File: config.mk
export PLATFORM = sky130hd
export DESIGN_NAME = pixel_to_occupancy_cell_core_flat
export DESIGN_NICKNAME = d
export VERILOG_FILES = /design/src/sv/p2oc_pkg.sv /design/src/sv/p2oc_if.sv /design/src/sv/p2oc_front.sv /design/src/sv/p2oc_div.sv /design/src/sv/pixel_to_occupancy_cell_core.sv /design/src/flat_wrapper.sv
export VERILOG_INCLUDE_DIRS = /design/src /design/src/sv
export SDC_FILE = /design/constraint.sdc
export NUM_CORES = 2
export LEC_CHECK = 0
export ABC_AREA = 1
export BUFFER_PORTS_ARGS = -buffer_cell sky130_fd_sc_hd__buf_4
export CORE_MARGIN = 5
export CORE_UTILIZATION = 30
export DETAILED_ROUTE_END_ITERATION = 8
export GPL_ROUTABILITY_DRIVEN = 0
export GPL_TIMING_DRIVEN = 0
export PLACE_DENSITY = 0.46
export SYNTH_ARGS = -nofsm -noshare
export SYNTH_HDL_FRONTEND = slang
export SYNTH_SLANG_ARGS = --single-unit
File: constraint.sdc
create_clock -name clk -period 14.03 [get_ports clk]
set_clock_uncertainty 0.05 [all_clocks]
set_input_delay 2.1045 -clock clk [delete_from_list [all_inputs] [get_ports clk]]
set_output_delay 2.1045 -clock clk [all_outputs]
set_load 0.005 [all_outputs]
File: src/sv/pixel_to_occupancy_cell_core_defines.svh
// ---------------------------------------------------------------------------
// Pixel to occupancy cell: assertion macros
// Shared concurrent assertion wrappers; empty when SYNTHESIS is defined.
// ---------------------------------------------------------------------------
`ifndef PIXEL_TO_OCCUPANCY_CELL_CORE_DEFINES_SVH
`define PIXEL_TO_OCCUPANCY_CELL_CORE_DEFINES_SVH

`ifndef SYNTHESIS
// clocked assertion, disabled while reset is low
`define P2OC_ASSERT(lbl, clk, rst_n, prop, msg) \
    lbl: assert property (@(posedge clk) disable iff (!rst_n) prop) else $error(msg);
// clocked assertion that holds through reset as well
`define P2OC_ASSERT_ALWAYS(lbl, clk, prop, msg) \
    lbl: assert property (@(posedge clk) prop) else $error(msg);
`else
`define P2OC_ASSERT(lbl, clk, rst_n, prop, msg)
`define P2OC_ASSERT_ALWAYS(lbl, clk, prop, msg)
`endif

`endif

File: src/sv/p2oc_pkg.sv
`timescale 1ns / 1ps
// ---------------------------------------------------------------------------
// Pixel to occupancy cell: package
// Widths, register indexes, cell codes and shared word types.
// ---------------------------------------------------------------------------
package p2oc_pkg;

    localparam int MAX_WIDTH    = 4096;
    localparam int MAX_HEIGHT   = 4096;
    localparam int MAX_CHANNELS = 4;

    localparam int COORD_W = 12;
    localparam int CHAN_W  = 8;
    localparam int IDX_W   = 24;
    localparam int VAL_W   = 8;
    localparam int MODE_W  = 2;
    localparam int CNT_W   = 3;
    localparam int LEVEL_W = 17;
    localparam int DIM_W   = 13;
    localparam int SUM_W   = 10;              // up to 4 * 255
    localparam int PROD_W  = LEVEL_W + SUM_W; // level * scale
    localparam int LHS_W   = SUM_W + 16;      // dark * 65536
    localparam int QUOT_W  = 7;               // scaled value 0..99
    localparam int REM_W   = PROD_W + QUOT_W; // 99 * numerator

    localparam int CFG_IDX_W  = 3;
    localparam int CFG_DATA_W = LEVEL_W;

    // register indexes on the config port
    localparam logic [CFG_IDX_W-1:0] REG_MAP_MODE       = 3'd0;
    localparam logic [CFG_IDX_W-1:0] REG_NEGATE_COLORS  = 3'd1;
    localparam logic [CFG_IDX_W-1:0] REG_CHANNEL_COUNT  = 3'd2;
    localparam logic [CFG_IDX_W-1:0] REG_HAS_ALPHA      = 3'd3;
    localparam logic [CFG_IDX_W-1:0] REG_OCCUPIED_LEVEL = 3'd4;
    localparam logic [CFG_IDX_W-1:0] REG_FREE_LEVEL     = 3'd5;
    localparam logic [CFG_IDX_W-1:0] REG_MAP_WIDTH      = 3'd6;
    localparam logic [CFG_IDX_W-1:0] REG_MAP_HEIGHT     = 3'd7;

    // map_mode codes; the unused code behaves as scaled
    localparam logic [MODE_W-1:0] MODE_TRINARY = 2'd0;
    localparam logic [MODE_W-1:0] MODE_SCALED  = 2'd1;
    localparam logic [MODE_W-1:0] MODE_RAW     = 2'd2;

    // cell value codes
    localparam logic [VAL_W-1:0] VAL_FREE     = 8'd0;
    localparam logic [VAL_W-1:0] VAL_OCCUPIED = 8'd100;
    localparam logic [VAL_W-1:0] VAL_UNKNOWN  = 8'd255;

    localparam logic [QUOT_W-1:0] SCALE_SPAN = 7'd99;
    localparam logic [20:0]       RECIP_3    = 21'd683; // (2048 + 1) / 3

    // reset values
    localparam logic [CNT_W-1:0]   RST_CHANNEL_COUNT  = 3'd1;
    localparam logic [LEVEL_W-1:0] RST_OCCUPIED_LEVEL = 17'd42598;
    localparam logic [LEVEL_W-1:0] RST_FREE_LEVEL     = 17'd12845;
    localparam logic [DIM_W-1:0]   RST_MAP_DIM        = 13'd4096;

    localparam logic [DIM_W-1:0] WIDTH_LIMIT  = DIM_W'(MAX_WIDTH);
    localparam logic [DIM_W-1:0] HEIGHT_LIMIT = DIM_W'(MAX_HEIGHT);
    localparam logic [CNT_W-1:0] CHAN_LIMIT   = CNT_W'(MAX_CHANNELS);

    // settled configuration, counts and sizes already clamped
    typedef struct packed {
        logic [MODE_W-1:0]  mode;
        logic               negate;
        logic [CNT_W-1:0]   chan_n;
        logic               has_alpha;
        logic [LEVEL_W-1:0] occ_level;
        logic [LEVEL_W-1:0] free_level;
        logic [DIM_W-1:0]   width;
        logic [DIM_W-1:0]   height;
    } cfg_t;

    // word handed from the front stages to the divider
    typedef struct packed {
        logic [IDX_W-1:0]  index;
        logic [VAL_W-1:0]  value;
        logic              need_div;
        logic [REM_W-1:0]  rem;
        logic [PROD_W-1:0] den;
    } div_word_t;

endpackage

File: src/sv/p2oc_if.sv
`timescale 1ns / 1ps
// ---------------------------------------------------------------------------
// Pixel to occupancy cell: stream interfaces
// Valid/ready channels for pixel words and cell words.
// ---------------------------------------------------------------------------
interface p2oc_pixel_if;
    logic                           valid;
    logic                           ready;
    logic [p2oc_pkg::COORD_W-1:0]   pixel_col;
    logic [p2oc_pkg::COORD_W-1:0]   pixel_row;
    logic [p2oc_pkg::CHAN_W-1:0]    chan0;
    logic [p2oc_pkg::CHAN_W-1:0]    chan1;
    logic [p2oc_pkg::CHAN_W-1:0]    chan2;
    logic [p2oc_pkg::CHAN_W-1:0]    chan3;

    modport source (output valid, pixel_col, pixel_row, chan0, chan1, chan2, chan3,
                    input ready);
    modport sink   (input valid, pixel_col, pixel_row, chan0, chan1, chan2, chan3,
                    output ready);
endinterface

interface p2oc_cell_if;
    logic                         valid;
    logic                         ready;
    logic [p2oc_pkg::IDX_W-1:0]   cell_index;
    logic [p2oc_pkg::VAL_W-1:0]   cell_value;

    modport source (output valid, cell_index, cell_value, input ready);
    modport sink   (input valid, cell_index, cell_value, output ready);
endinterface

File: src/sv/p2oc_front.sv
`timescale 1ns / 1ps
// ---------------------------------------------------------------------------
// Pixel to occupancy cell: front stages
// Four stages: average terms, products, classify, numerator scaling.
// ---------------------------------------------------------------------------
module p2oc_front (
    input  logic                          clk,
    input  logic                          rst_n,
    input  p2oc_pkg::cfg_t                cfg,
    input  logic                          in_valid,
    output logic                          in_ready,
    input  logic [p2oc_pkg::COORD_W-1:0]  pixel_col,
    input  logic [p2oc_pkg::COORD_W-1:0]  pixel_row,
    input  logic [p2oc_pkg::CHAN_W-1:0]   chan0,
    input  logic [p2oc_pkg::CHAN_W-1:0]   chan1,
    input  logic [p2oc_pkg::CHAN_W-1:0]   chan2,
    input  logic [p2oc_pkg::CHAN_W-1:0]   chan3,
    output logic                          out_valid,
    input  logic                          out_ready,
    output p2oc_pkg::div_word_t           out_word
);

    typedef struct packed {
        logic [p2oc_pkg::COORD_W-1:0] col;
        logic [p2oc_pkg::IDX_W-1:0]   flip;
        logic [p2oc_pkg::CNT_W-1:0]   navg;
        logic [p2oc_pkg::SUM_W-1:0]   bright;
        logic [p2oc_pkg::SUM_W-1:0]   dark;
        logic [p2oc_pkg::SUM_W-1:0]   scale;
        logic                         last_zero;
    } s1_t;

    typedef struct packed {
        logic [p2oc_pkg::COORD_W-1:0] col;
        logic [p2oc_pkg::IDX_W-1:0]   idx_prod;
        logic [p2oc_pkg::LHS_W-1:0]   lhs;
        logic [p2oc_pkg::PROD_W-1:0]  occ_prod;
        logic [p2oc_pkg::PROD_W-1:0]  free_prod;
        logic [p2oc_pkg::SUM_W-1:0]   scale;
        logic [p2oc_pkg::VAL_W-1:0]   raw_val;
        logic                         last_zero;
    } s2_t;

    typedef struct packed {
        logic [p2oc_pkg::IDX_W-1:0]   index;
        logic [p2oc_pkg::VAL_W-1:0]   value;
        logic                         need_div;
        logic [p2oc_pkg::PROD_W-1:0]  num;
        logic [p2oc_pkg::PROD_W-1:0]  den;
    } s3_t;

    logic      s1_valid_reg, s2_valid_reg, s3_valid_reg, s4_valid_reg;
    logic      s1_en, s2_en, s3_en, s4_en;
    s1_t       s1_reg, s1_next;
    s2_t       s2_reg, s2_next;
    s3_t       s3_reg, s3_next;
    p2oc_pkg::div_word_t s4_reg, s4_next;

    logic                          trinary;
    logic                          raw_mode;
    logic [p2oc_pkg::CNT_W-1:0]    navg;
    logic [p2oc_pkg::SUM_W-1:0]    sum;
    logic [p2oc_pkg::SUM_W:0]      scale_w;
    logic [p2oc_pkg::CHAN_W-1:0]   last_chan;
    logic [36:0]                   idx_full;
    logic [20:0]                   third;
    logic                          gt_occ;
    logic                          lt_free;
    logic                          gap_pos;
    logic [p2oc_pkg::LEVEL_W-1:0]  gap;

    assign trinary  = (cfg.mode == p2oc_pkg::MODE_TRINARY);
    assign raw_mode = (cfg.mode == p2oc_pkg::MODE_RAW);

    // stall chain: a stage loads when empty or when its successor loads
    assign s4_en    = !s4_valid_reg || out_ready;
    assign s3_en    = !s3_valid_reg || s4_en;
    assign s2_en    = !s2_valid_reg || s3_en;
    assign s1_en    = !s1_valid_reg || s2_en;
    assign in_ready = s1_en;

    // stage 1: channel sum, brightness, darkness, flipped row
    always_comb
    begin
        navg = (trinary || !cfg.has_alpha) ? cfg.chan_n : cfg.chan_n - 3'd1;
        if (navg == 3'd0)
        begin
            navg = cfg.chan_n;
        end
        sum = p2oc_pkg::SUM_W'(chan0)
            + ((navg >= 3'd2) ? p2oc_pkg::SUM_W'(chan1) : '0)
            + ((navg >= 3'd3) ? p2oc_pkg::SUM_W'(chan2) : '0)
            + ((navg >= 3'd4) ? p2oc_pkg::SUM_W'(chan3) : '0);
        scale_w = {navg, 8'b0} - (p2oc_pkg::SUM_W + 1)'(navg);
        case (cfg.chan_n)
            3'd2:    last_chan = chan1;
            3'd3:    last_chan = chan2;
            3'd4:    last_chan = chan3;
            default: last_chan = chan0;
        endcase
        s1_next.col       = pixel_col;
        s1_next.flip      = p2oc_pkg::IDX_W'(cfg.height) - p2oc_pkg::IDX_W'(1)
                          - p2oc_pkg::IDX_W'(pixel_row);
        s1_next.navg      = navg;
        s1_next.scale     = scale_w[p2oc_pkg::SUM_W-1:0];
        s1_next.bright    = cfg.negate ? scale_w[p2oc_pkg::SUM_W-1:0] - sum : sum;
        s1_next.dark      = scale_w[p2oc_pkg::SUM_W-1:0] - s1_next.bright;
        s1_next.last_zero = (cfg.chan_n > 3'd1) && (last_chan == '0);
    end

    // stage 2: index product, threshold products, raw average
    always_comb
    begin
        idx_full = 37'(cfg.width) * 37'(s1_reg.flip);
        third    = 21'(s1_reg.bright) * p2oc_pkg::RECIP_3;
        s2_next.col       = s1_reg.col;
        s2_next.idx_prod  = idx_full[p2oc_pkg::IDX_W-1:0];
        s2_next.lhs       = {s1_reg.dark, 16'b0};
        s2_next.occ_prod  = p2oc_pkg::PROD_W'(cfg.occ_level) * p2oc_pkg::PROD_W'(s1_reg.scale);
        s2_next.free_prod = p2oc_pkg::PROD_W'(cfg.free_level) * p2oc_pkg::PROD_W'(s1_reg.scale);
        s2_next.scale     = s1_reg.scale;
        s2_next.last_zero = s1_reg.last_zero;
        case (s1_reg.navg)
            3'd2:    s2_next.raw_val = s1_reg.bright[8:1];
            3'd3:    s2_next.raw_val = third[18:11];
            3'd4:    s2_next.raw_val = s1_reg.bright[9:2];
            default: s2_next.raw_val = s1_reg.bright[7:0];
        endcase
    end

    // stage 3: exact rational compares, fixed codes, divider operands
    always_comb
    begin
        gt_occ  = p2oc_pkg::PROD_W'(s2_reg.lhs) > s2_reg.occ_prod;
        lt_free = p2oc_pkg::PROD_W'(s2_reg.lhs) < s2_reg.free_prod;
        gap_pos = cfg.occ_level > cfg.free_level;
        gap     = cfg.occ_level - cfg.free_level;
        s3_next.index    = s2_reg.idx_prod + p2oc_pkg::IDX_W'(s2_reg.col);
        s3_next.num      = p2oc_pkg::PROD_W'(s2_reg.lhs) - s2_reg.free_prod;
        s3_next.den      = p2oc_pkg::PROD_W'(s2_reg.scale) * p2oc_pkg::PROD_W'(gap);
        s3_next.need_div = 1'b0;
        if (raw_mode)
        begin
            s3_next.value = s2_reg.raw_val;
        end
        else if (gt_occ)
        begin
            s3_next.value = p2oc_pkg::VAL_OCCUPIED;
        end
        else if (lt_free)
        begin
            s3_next.value = p2oc_pkg::VAL_FREE;
        end
        else if (trinary || s2_reg.last_zero)
        begin
            s3_next.value = p2oc_pkg::VAL_UNKNOWN;
        end
        else if (!gap_pos)
        begin
            s3_next.value = p2oc_pkg::VAL_FREE;
        end
        else
        begin
            s3_next.value    = '0;
            s3_next.need_div = 1'b1;
        end
    end

    // stage 4: dividend = 99 * numerator
    always_comb
    begin
        s4_next.index    = s3_reg.index;
        s4_next.value    = s3_reg.value;
        s4_next.need_div = s3_reg.need_div;
        s4_next.rem      = p2oc_pkg::REM_W'(s3_reg.num) * p2oc_pkg::REM_W'(p2oc_pkg::SCALE_SPAN);
        s4_next.den      = s3_reg.den;
    end

    always_ff @(posedge clk or negedge rst_n)
    begin
        if (!rst_n)
        begin
            s1_valid_reg <= 1'b0;
            s2_valid_reg <= 1'b0;
            s3_valid_reg <= 1'b0;
            s4_valid_reg <= 1'b0;
        end
        else
        begin
            if (s1_en) s1_valid_reg <= in_valid;
            if (s2_en) s2_valid_reg <= s1_valid_reg;
            if (s3_en) s3_valid_reg <= s2_valid_reg;
            if (s4_en) s4_valid_reg <= s3_valid_reg;
        end
    end

    always_ff @(posedge clk)
    begin
        if (s1_en) s1_reg <= s1_next;
        if (s2_en) s2_reg <= s2_next;
        if (s3_en) s3_reg <= s3_next;
        if (s4_en) s4_reg <= s4_next;
    end

    assign out_valid = s4_valid_reg;
    assign out_word  = s4_reg;

endmodule

File: src/sv/p2oc_div.sv
`timescale 1ns / 1ps
// ---------------------------------------------------------------------------
// Pixel to occupancy cell: quotient pipeline
// Restoring division, one quotient bit per stage, for the scaled value.
// ---------------------------------------------------------------------------
module p2oc_div (
    input  logic                 clk,
    input  logic                 rst_n,
    input  logic                 in_valid,
    output logic                 in_ready,
    input  p2oc_pkg::div_word_t  in_word,
    output logic                 out_valid,
    input  logic                 out_ready,
    output p2oc_pkg::div_word_t  out_word
);

    localparam int STEPS = p2oc_pkg::QUOT_W;

    logic                valid_reg [STEPS];
    p2oc_pkg::div_word_t word_reg  [STEPS];
    p2oc_pkg::div_word_t word_next [STEPS];
    logic                en        [STEPS];

    always_comb
    begin
        en[STEPS-1] = !valid_reg[STEPS-1] || out_ready;
        for (int i = STEPS - 2; i >= 0; i--)
        begin
            en[i] = !valid_reg[i] || en[i+1];
        end
    end

    assign in_ready = en[0];

    for (genvar i = 0; i < STEPS; i++)
    begin : g_step
        localparam int K = STEPS - 1 - i;
        p2oc_pkg::div_word_t      src;
        logic                     src_valid;
        logic [p2oc_pkg::REM_W-1:0] trial;

        if (i == 0)
        begin : g_first
            assign src       = in_word;
            assign src_valid = in_valid;
        end
        else
        begin : g_rest
            assign src       = word_reg[i-1];
            assign src_valid = valid_reg[i-1];
        end

        always_comb
        begin
            trial        = p2oc_pkg::REM_W'(src.den) << K;
            word_next[i] = src;
            if (src.need_div && (src.rem >= trial))
            begin
                word_next[i].rem      = src.rem - trial;
                word_next[i].value[K] = 1'b1;
            end
        end

        always_ff @(posedge clk or negedge rst_n)
        begin
            if (!rst_n)
            begin
                valid_reg[i] <= 1'b0;
            end
            else if (en[i])
            begin
                valid_reg[i] <= src_valid;
            end
        end

        always_ff @(posedge clk)
        begin
            if (en[i])
            begin
                word_reg[i] <= word_next[i];
            end
        end
    end

    assign out_valid = valid_reg[STEPS-1];
    assign out_word  = word_reg[STEPS-1];

endmodule

File: src/sv/pixel_to_occupancy_cell_core.sv
`timescale 1ns / 1ps
// ---------------------------------------------------------------------------
// Pixel to occupancy cell: top level
// Turns one image pixel word into one occupancy map cell word.
// ---------------------------------------------------------------------------
// Usage:
//   pixel (sink): one word per pixel, column, row (0 = top) and four channel
//     bytes; unused channel bytes are ignored.
//   map_cell (source): cell_index = width * (height - 1 - row) + col (mod 2^24),
//     cell_value = raw average, or 100 / 0 / 255 (unknown) / floor(99 * ratio).
//   cfg_we / cfg_idx / cfg_data: register write, taken on any edge with
//     cfg_we high. Write only while no pixel word is in flight.
// Depth: 4 front stages, 7 quotient stages and 1 output register lie between
//   pixel accept and cell valid. Throughput: one word per cycle while
//   map_cell.ready stays high. The 7-bit quotient of the scaled value is
//   built one bit per stage, so the divider depth sets the latency, not rate.
// Reset: all stages empty, registers at their documented defaults.
// Stall: each stage loads whenever it is empty or its successor moves, so
//   bubbles fill up behind a stalled output and new pixels keep entering until
//   every stage holds a word; then pixel.ready drops. Nothing is lost or
//   repeated.
// ---------------------------------------------------------------------------
`include "pixel_to_occupancy_cell_core_defines.svh"

module pixel_to_occupancy_cell_core (
    input  logic                             clk,
    input  logic                             rst_n,
    input  logic                             cfg_we,
    input  logic [p2oc_pkg::CFG_IDX_W-1:0]   cfg_idx,
    input  logic [p2oc_pkg::CFG_DATA_W-1:0]  cfg_data,
    p2oc_pixel_if.sink                       pixel,
    p2oc_cell_if.source                      map_cell
);

    // configuration registers
    logic [p2oc_pkg::MODE_W-1:0]  map_mode_reg;
    logic                         negate_colors_reg;
    logic [p2oc_pkg::CNT_W-1:0]   channel_count_reg;
    logic                         has_alpha_reg;
    logic [p2oc_pkg::LEVEL_W-1:0] occupied_level_reg;
    logic [p2oc_pkg::LEVEL_W-1:0] free_level_reg;
    logic [p2oc_pkg::DIM_W-1:0]   map_width_reg;
    logic [p2oc_pkg::DIM_W-1:0]   map_height_reg;

    p2oc_pkg::cfg_t cfg;

    logic                front_valid, front_ready;
    p2oc_pkg::div_word_t front_word;
    logic                div_valid, div_ready;
    p2oc_pkg::div_word_t div_word;

    // output register
    logic                        cell_valid_reg;
    logic [p2oc_pkg::IDX_W-1:0]  cell_index_reg;
    logic [p2oc_pkg::VAL_W-1:0]  cell_value_reg;
    logic                        out_en;

    // output word classes checked below
    logic                        occ_out;
    logic                        occ_val;
    logic                        trinary_out;
    logic                        code_val;
    logic                        refill_due;

    always_ff @(posedge clk or negedge rst_n)
    begin
        if (!rst_n)
        begin
            map_mode_reg       <= p2oc_pkg::MODE_TRINARY;
            negate_colors_reg  <= 1'b0;
            channel_count_reg  <= p2oc_pkg::RST_CHANNEL_COUNT;
            has_alpha_reg      <= 1'b0;
            occupied_level_reg <= p2oc_pkg::RST_OCCUPIED_LEVEL;
            free_level_reg     <= p2oc_pkg::RST_FREE_LEVEL;
            map_width_reg      <= p2oc_pkg::RST_MAP_DIM;
            map_height_reg     <= p2oc_pkg::RST_MAP_DIM;
        end
        else if (cfg_we)
        begin
            case (cfg_idx)
                p2oc_pkg::REG_MAP_MODE:       map_mode_reg       <= cfg_data[1:0];
                p2oc_pkg::REG_NEGATE_COLORS:  negate_colors_reg  <= cfg_data[0];
                p2oc_pkg::REG_CHANNEL_COUNT:  channel_count_reg  <= cfg_data[2:0];
                p2oc_pkg::REG_HAS_ALPHA:      has_alpha_reg      <= cfg_data[0];
                p2oc_pkg::REG_OCCUPIED_LEVEL: occupied_level_reg <= cfg_data;
                p2oc_pkg::REG_FREE_LEVEL:     free_level_reg     <= cfg_data;
                p2oc_pkg::REG_MAP_WIDTH:      map_width_reg      <= cfg_data[12:0];
                p2oc_pkg::REG_MAP_HEIGHT:     map_height_reg     <= cfg_data[12:0];
                default:                      ;
            endcase
        end
    end

    // clamp: channel count 0 acts as 1, oversize values saturate
    always_comb
    begin
        cfg.mode       = map_mode_reg;
        cfg.negate     = negate_colors_reg;
        cfg.has_alpha  = has_alpha_reg;
        cfg.occ_level  = occupied_level_reg;
        cfg.free_level = free_level_reg;
        if (channel_count_reg == '0)
        begin
            cfg.chan_n = 3'd1;
        end
        else if (channel_count_reg > p2oc_pkg::CHAN_LIMIT)
        begin
            cfg.chan_n = p2oc_pkg::CHAN_LIMIT;
        end
        else
        begin
            cfg.chan_n = channel_count_reg;
        end
        cfg.width  = (map_width_reg > p2oc_pkg::WIDTH_LIMIT) ?
                     p2oc_pkg::WIDTH_LIMIT : map_width_reg;
        cfg.height = (map_height_reg > p2oc_pkg::HEIGHT_LIMIT) ?
                     p2oc_pkg::HEIGHT_LIMIT : map_height_reg;
    end

    p2oc_front u_front (
        .clk       (clk),
        .rst_n     (rst_n),
        .cfg       (cfg),
        .in_valid  (pixel.valid),
        .in_ready  (pixel.ready),
        .pixel_col (pixel.pixel_col),
        .pixel_row (pixel.pixel_row),
        .chan0     (pixel.chan0),
        .chan1     (pixel.chan1),
        .chan2     (pixel.chan2),
        .chan3     (pixel.chan3),
        .out_valid (front_valid),
        .out_ready (front_ready),
        .out_word  (front_word)
    );

    p2oc_div u_div (
        .clk       (clk),
        .rst_n     (rst_n),
        .in_valid  (front_valid),
        .in_ready  (front_ready),
        .in_word   (front_word),
        .out_valid (div_valid),
        .out_ready (div_ready),
        .out_word  (div_word)
    );

    // output register parts the pipeline from the cell receiver
    assign out_en    = !cell_valid_reg || map_cell.ready;
    assign div_ready = out_en;

    always_ff @(posedge clk or negedge rst_n)
    begin
        if (!rst_n)
        begin
            cell_valid_reg <= 1'b0;
        end
        else if (out_en)
        begin
            cell_valid_reg <= div_valid;
        end
    end

    always_ff @(posedge clk)
    begin
        if (out_en)
        begin
            cell_index_reg <= div_word.index;
            cell_value_reg <= div_word.value;
        end
    end

    assign map_cell.valid      = cell_valid_reg;
    assign map_cell.cell_index = cell_index_reg;
    assign map_cell.cell_value = cell_value_reg;

    assign occ_out     = cell_valid_reg && (map_mode_reg != p2oc_pkg::MODE_RAW);
    assign occ_val     = (cell_value_reg <= p2oc_pkg::VAL_OCCUPIED)
                      || (cell_value_reg == p2oc_pkg::VAL_UNKNOWN);
    assign trinary_out = cell_valid_reg && (map_mode_reg == p2oc_pkg::MODE_TRINARY);
    assign code_val    = (cell_value_reg == p2oc_pkg::VAL_FREE)
                      || (cell_value_reg == p2oc_pkg::VAL_OCCUPIED)
                      || (cell_value_reg == p2oc_pkg::VAL_UNKNOWN);
    assign refill_due  = cell_valid_reg && map_cell.ready && div_valid;

    // occupancy modes never produce a value above 100 other than unknown
    `P2OC_ASSERT(a_occ_range, clk, rst_n, occ_out |-> occ_val, "cell value out of occupancy range")
    // trinary mode gives only free, occupied or unknown
    `P2OC_ASSERT(a_trinary_codes, clk, rst_n, trinary_out |-> code_val, "not a trinary code")
    // a taken cell word with a word waiting behind it is refilled at once
    `P2OC_ASSERT(a_refill, clk, rst_n, refill_due |=> cell_valid_reg, "output not refilled")
    // an empty output register always accepts from the divider
    `P2OC_ASSERT_ALWAYS(a_empty_takes, clk, !cell_valid_reg |-> div_ready, "stall while output empty")

endmodule

File: src/flat_wrapper.sv
// flat-port wrapper written by rule: the top's interface ports become plain ports
module pixel_to_occupancy_cell_core_flat 
  (clk, rst_n, cfg_we, cfg_idx, cfg_data, pixel_valid, pixel_pixel_col, pixel_pixel_row, pixel_chan0, pixel_chan1, pixel_chan2, pixel_chan3, pixel_ready, map_cell_valid, map_cell_cell_index, map_cell_cell_value, map_cell_ready);
  p2oc_pixel_if pixel_i ();
  p2oc_cell_if map_cell_i ();
  input  logic clk;
  input  logic rst_n;
  input  logic cfg_we;
  input  logic [p2oc_pkg::CFG_IDX_W-1:0] cfg_idx;
  input  logic [p2oc_pkg::CFG_DATA_W-1:0] cfg_data;
  input wire logic [$bits(pixel_i.valid)-1:0] pixel_valid;
  input wire logic [$bits(pixel_i.pixel_col)-1:0] pixel_pixel_col;
  input wire logic [$bits(pixel_i.pixel_row)-1:0] pixel_pixel_row;
  input wire logic [$bits(pixel_i.chan0)-1:0] pixel_chan0;
  input wire logic [$bits(pixel_i.chan1)-1:0] pixel_chan1;
  input wire logic [$bits(pixel_i.chan2)-1:0] pixel_chan2;
  input wire logic [$bits(pixel_i.chan3)-1:0] pixel_chan3;
  output wire logic [$bits(pixel_i.ready)-1:0] pixel_ready;
  output wire logic [$bits(map_cell_i.valid)-1:0] map_cell_valid;
  output wire logic [$bits(map_cell_i.cell_index)-1:0] map_cell_cell_index;
  output wire logic [$bits(map_cell_i.cell_value)-1:0] map_cell_cell_value;
  input wire logic [$bits(map_cell_i.ready)-1:0] map_cell_ready;
  assign pixel_i.valid = pixel_valid;
  assign pixel_i.pixel_col = pixel_pixel_col;
  assign pixel_i.pixel_row = pixel_pixel_row;
  assign pixel_i.chan0 = pixel_chan0;
  assign pixel_i.chan1 = pixel_chan1;
  assign pixel_i.chan2 = pixel_chan2;
  assign pixel_i.chan3 = pixel_chan3;
  assign pixel_ready = pixel_i.ready;
  assign map_cell_valid = map_cell_i.valid;
  assign map_cell_cell_index = map_cell_i.cell_index;
  assign map_cell_cell_value = map_cell_i.cell_value;
  assign map_cell_i.ready = map_cell_ready;
  pixel_to_occupancy_cell_core u_core (.clk(clk), .rst_n(rst_n), .cfg_we(cfg_we), .cfg_idx(cfg_idx), .cfg_data(cfg_data), .pixel(pixel_i), .map_cell(map_cell_i));
endmodule
After elaboration in Yosys (flattened, before gate mapping). Memories as Yosys holds them, arrays and structs flattened. A register that Yosys moved wholly into a read port is not among the register bits. Index checks and enable logic that the tools add are counted.

Flip-flop bits (word level): 449. Word-level logic and storage cells: 196. RAM bits: 658. Memories: 1. Output and inout bits: 34.

Add/subtract/negate cells: 19. Muxes and demuxes: 45. Order comparisons: 17. Reduce and logical (&&, ||, !) cells: 49. Eq/ne operators: 14. $mul: 6.

Memory list: u_core.u_div.word_reg (words 7, bits a word 94, read ports 7, clocked after memory_dff 1, write ports 7, line p2oc_div.sv:20) `p2oc_pkg::div_word_t word_reg [STEPS];`.

Operators by type and width (number): $mux W34 (7); $mux W8 (7); $mul A17 B10 Y27 (2); $pmux W8 S3 (2); $ge A34 B27 Y1 (1); $ge A34 B28 Y1 (1); $ge A34 B29 Y1 (1); $ge A34 B30 Y1 (1); $ge A34 B31 Y1 (1); $ge A34 B32 Y1 (1); $ge A34 B33 Y1 (1); $mul A27 B7 Y34 const B (1); $sub A34 B27 Y34 (1); $sub A34 B28 Y34 (1); $sub A34 B29 Y34 (1); $sub A34 B30 Y34 (1); $sub A34 B31 Y34 (1); $sub A34 B32 Y34 (1); $sub A34 B33 Y34 (1); $gt A26 B27 Y1 (1); $lt A26 B27 Y1 (1); $mul A10 B17 Y27 (1); $sub A26 B27 Y27 (1); $gt A13 B13 Y1 const B (2); other kinds (33) (111).

Depth between registers and ports, before layout.
Word-level depth: 15. Mapped depth: 40. Gate-level depth less buffers: 40.

Modules after synthesis. A second synthesis with hierarchy kept.

Cell total of the unflattened synthesis: 9414. Area total of the unflattened synthesis: 84788.8 sq um.

Modules (own cells, without submodules): p2oc_front (area each 43324.1 sq um, instances 1, cells each 4703); p2oc_div (area each 37641.1 sq um, instances 1, cells each 4348); pixel_to_occupancy_cell_core (area each 3823.7 sq um, instances 1, cells each 363).

Worst setup path before layout. No wires, ideal clock.

Path kind: input to output. Start: input map_cell_ready. End: output pixel_ready. Path buffers: 0. Path slack: 0.406 ns. Data required time: 11.875 ns. Arrival: 11.469 ns. Stages on the path: 18. Path through: nor2_1 inv_2 nor2_2 inv_2 nor2_1 inv_2 nor2_1 inv_2 nor2_1 inv_2 nor2_2 inv_2 nor2_4 nand2_2 nor2_4 nand2_2 nor2_4 nand2_1.

RTL lines: from (decl) (line flat_wrapper.sv:22) `input wire logic [$bits(map_cell_i.ready)-1:0] map_cell_ready;`; to (decl) (line flat_wrapper.sv:18) `output wire logic [$bits(pixel_i.ready)-1:0] pixel_ready;`.

==> flow_summary.json <==
{
  "outcome": "finished clean",
  "max_freq_mhz": 107.9,
  "timing.final.crit_share_pct": 66.04,
  "slew_viol_final": 0,
  "fp.dieW_um": 518.6,
  "highest-signal-layer": "met4",
  "clk_path_buf_depth": 3,
  "holdBufCountCts": 0,
  "synth_compound_area_share_pct": 7.786,
  "synthFlopType": "edfxtp_1",
  "worst_path_largest_cell_delay_ps": 650,
  "yosysWarningCount": 0,
  "cts_resized": 0,
  "setup_tns_ps": 0,
  "maxCapViolCount": 0,
  "wl_met1_um": 88130,
  "drt_iter0_drc": 2849,
  "critPathMaxFanout": 59,
  "cp_data_arrival_time_ps": 7110,
  "clkTransAtPathRegs_ps": 60,
  "ys_async_sr_fraction_pct": 7.446,
  "cts-root-buf": "clkbuf_16",
  "worst-slew-pin-transition_ps": 1224,
  "drt-total-wl_um": 192700,
  "synth_cell_types": 75,
  "fill_cells": 26110,
  "synth_xor_area_share_pct": 4.421,
  "clock_sinks": 1061,
  "crit_chain": "buf_4, nor2_1, inv_2, nor2_2, inv_2, nor2_1, inv_4, nor2_1, inv_4, nor2_1, inv_4, nor2_2, inv_4, nor2_4, nand2_4, nor2_4, nand2_4, nor2_4, nand2_4, buf_4",
  "wl_met2_um": 90540,
  "vias_per_cell": 4.507,
  "timing.critical_path.required_ps": 11880,
  "postCtsSetupBuffers": 0,
  "seqCellArea_um2": 31490,
  "area_growth_pct": 11.95,
  "grt.overflow.total": 0,
  "seq_area_frac_synth_pct": 40.58,
  "grt.total_usage_pct": 14.33,
  "grt_setup_unrepaired": "no",
  "hold_viol": 0,
  "largest_reg_flops": 596,
  "synth_top_family_by_area": "adder cells",
  "die-area_um2": 268900,
  "start_kind": "input pin",
  "synthAdderAreaFrac_pct": 26.30,
  "min_period_ps": 9266,
  "cts_max_level": 3,
  "num_vias": 52240,
  "dp_hpwl_um": 158500,
  "worst_path_max_delay_cell": "nand2_4",
  "synth-edff-count": 982,
  "cts_tree": "built",
  "grt_pass1_wl_um": 308800,
  "multi_input_area_um2": 39440,
  "route.detailed.drc": 0,
  "grt_pass1_vias": 55450,
  "yosys-mux-area-fraction_pct": 0,
  "die-height_um": 518.6,
  "wl_per_cell_um": 16.63,
  "synth-seq-cells": 1061,
  "portBuffers": 114,
  "cts_buffers": 115,
  "num_rows": 186,
  "routed-wl-met3_um": 6024,
  "layout.nets": 9458,
  "core_um2": 257200,
  "path_class": "in -> out",
  "clock_latency_ps": 760,
  "drtAntennaViolNets": 0,
  "initial_core_util_pct": 30.18,
  "grt_max_degree": 81,
  "min_path_type": "reg -> reg",
  "setup_viol": 0,
  "layout-drive-gt1-share_pct": 5.436,
  "drt_pass1_iterations": 5,
  "yosys.area_share.simple_pct": 12.27,
  "postSynthAreaPerCell_um2": 9.868,
  "relSlewSlack_pct": 18.38,
  "crit_family": "buffers and inverters",
  "dp_slack_ps": 4529,
  "antenna_found_initial": 0,
  "io_pins": 115,
  "worst-path-buf-inv": 8,
  "synth_area_um2": 77600,
  "worstSetupEndpointType": "output port",
  "finalWorstSetupSlack_ps": 4764,
  "syn_inst": 7864
}
## stage by stage
stage	area, um^2	utilization [%]	hold slack (ps)	cells
2_1_floorplan	77610	-	350.3	7867
3_3_place_gp	82700	32.16	352.4	11370
3_5_place_dp	82980	32.27	354.5	11370
4_1_cts	86870	33.78	314.2	11590
5_1_grt	86870	33.78	341.5	11590
6_report	86870	33.78	320.3	11590
## synth_stat cells (8+ instances only)
master    instances  area [um^2]
o21a_1           10        75.07
o21ai_0         374         1872
nor3_1           57        285.3
o21ai_1          66        330.3
nand4_1          66        412.9
a21oi_1         426         2132
dfrtp_1          61         1526
nand2_1        1471         5522
ha_1            668         8358
or2_2            13        81.33
buf_6            12        135.1
clkbuf_2         10        50.05
o221ai_1         10        87.58
nor2_1          430         1614
xor2_1          230         2014
fa_1            602        12050
nor4_1           38        237.7
xnor2_1         158         1384
edfxtp_1        982        29490
a21boi_1          8        60.06
buf_2            14        70.07
inv_1          1595         5987
nand3_1         174        870.8
nand3b_1          8        60.06
o21bai_1         25        187.7
a21o_1           35        262.8
inv_2            12        45.04
a31oi_1          26        162.7
clkbuf_1         97        364.1
dfstp_2          18        473.0
nand2_2          14        87.58
a21boi_0          9        67.56
a211oi_1          8        60.06
a221oi_1          8        70.07
o211ai_1         16        120.1
o21ai_2          28        245.2
## logic make-up after synthesis
group	after synthesis
simple gates	2310
fa+ha+maj	1270
buf+inv	1750
compound gates	1082
flops	1061
other cells	1
xor+xnor	390
## per-layer routing
metal,vias to the layer above,GRT usage [%]
li1,26020,-
met1,24970,18.76
met2,940,24.42
met3,318,1.666
met4,0,5.301
met5,-,0
## final cells by class
cell class	instances	area share, %
multi-input combinational	5056	45.40
sequential	1061	36.25
inverter	1611	6.984
tap	3384	4.874
clock buffer	144	3.520
timing repair buffer	123	1.270
clock inverter	70	0.9491
buffer	139	0.7518
antenna	2	0.005761
## worst reg2reg max path: cells and delay by family (launching register included)
family          cells  cell delay, ps
fa+ha+maj           7            3280
compound gates     11            2330
xor+xnor            2             950
simple gates        6             640
buf+inv             4             610
flops               1             510
## placed cells by master (no fill, tap or decap), types with 9 or more instances in the layout
cell type | Yosys | routed
buf_16 | 0 | 9
fa_1 | 602 | 602
xor2_1 | 230 | 230
bufinv_16 | 0 | 13
o21a_1 | 10 | 10
o21ai_1 | 66 | 66
nand4_1 | 66 | 66
nor2_1 | 430 | 430
clkbuf_16 | 0 | 116
nand2_1 | 1471 | 1470
xnor2_1 | 158 | 158
o21ai_2 | 28 | 28
a21o_1 | 35 | 35
nand2_2 | 14 | 12
clkbuf_2 | 10 | 10
buf_6 | 12 | 12
clkinv_2 | 0 | 17
dfrtp_1 | 61 | 61
edfxtp_1 | 982 | 982
buf_4 | 3 | 117
a31oi_1 | 26 | 26
nor4_1 | 38 | 38
o21bai_1 | 25 | 25
o21ai_0 | 374 | 374
nand3_1 | 174 | 174
clkinv_1 | 4 | 27
o211ai_1 | 16 | 16
or2_2 | 13 | 13
a21boi_0 | 9 | 9
inv_1 | 1595 | 1592
ha_1 | 668 | 668
a21oi_1 | 426 | 426
inv_4 | 0 | 9
o221ai_1 | 10 | 10
nor3_1 | 57 | 57
buf_2 | 14 | 14
clkbuf_1 | 97 | 120
dfstp_2 | 18 | 18
## path summary, 6_finish.rpt
kind | cells after the start | from | slack (ps) | endpoint
worst min register to register | 0 | u_core.u_front.s3_reg[4] | 320 | u_core.u_front.out_word[4]
min in group asynchronous | 1 | rst_n | 1600 | u_core.occupied_level_reg[0]
worst max register to register | 30 | u_core.free_level_reg[2] | 5380 | u_core.u_front.s3_reg[25]
worst max-delay path | 20 | map_cell_ready | 4760 | pixel_ready
worst min-delay path | 0 | u_core.u_front.s3_reg[4] | 320 | u_core.u_front.out_word[4]
max in group asynchronous | 1 | rst_n | 11570 | u_core.u_div.g_step[6].src_valid
Power is not shown: default switching activity piles up to over one toggle a cycle in this logic, so the estimate is an artifact.
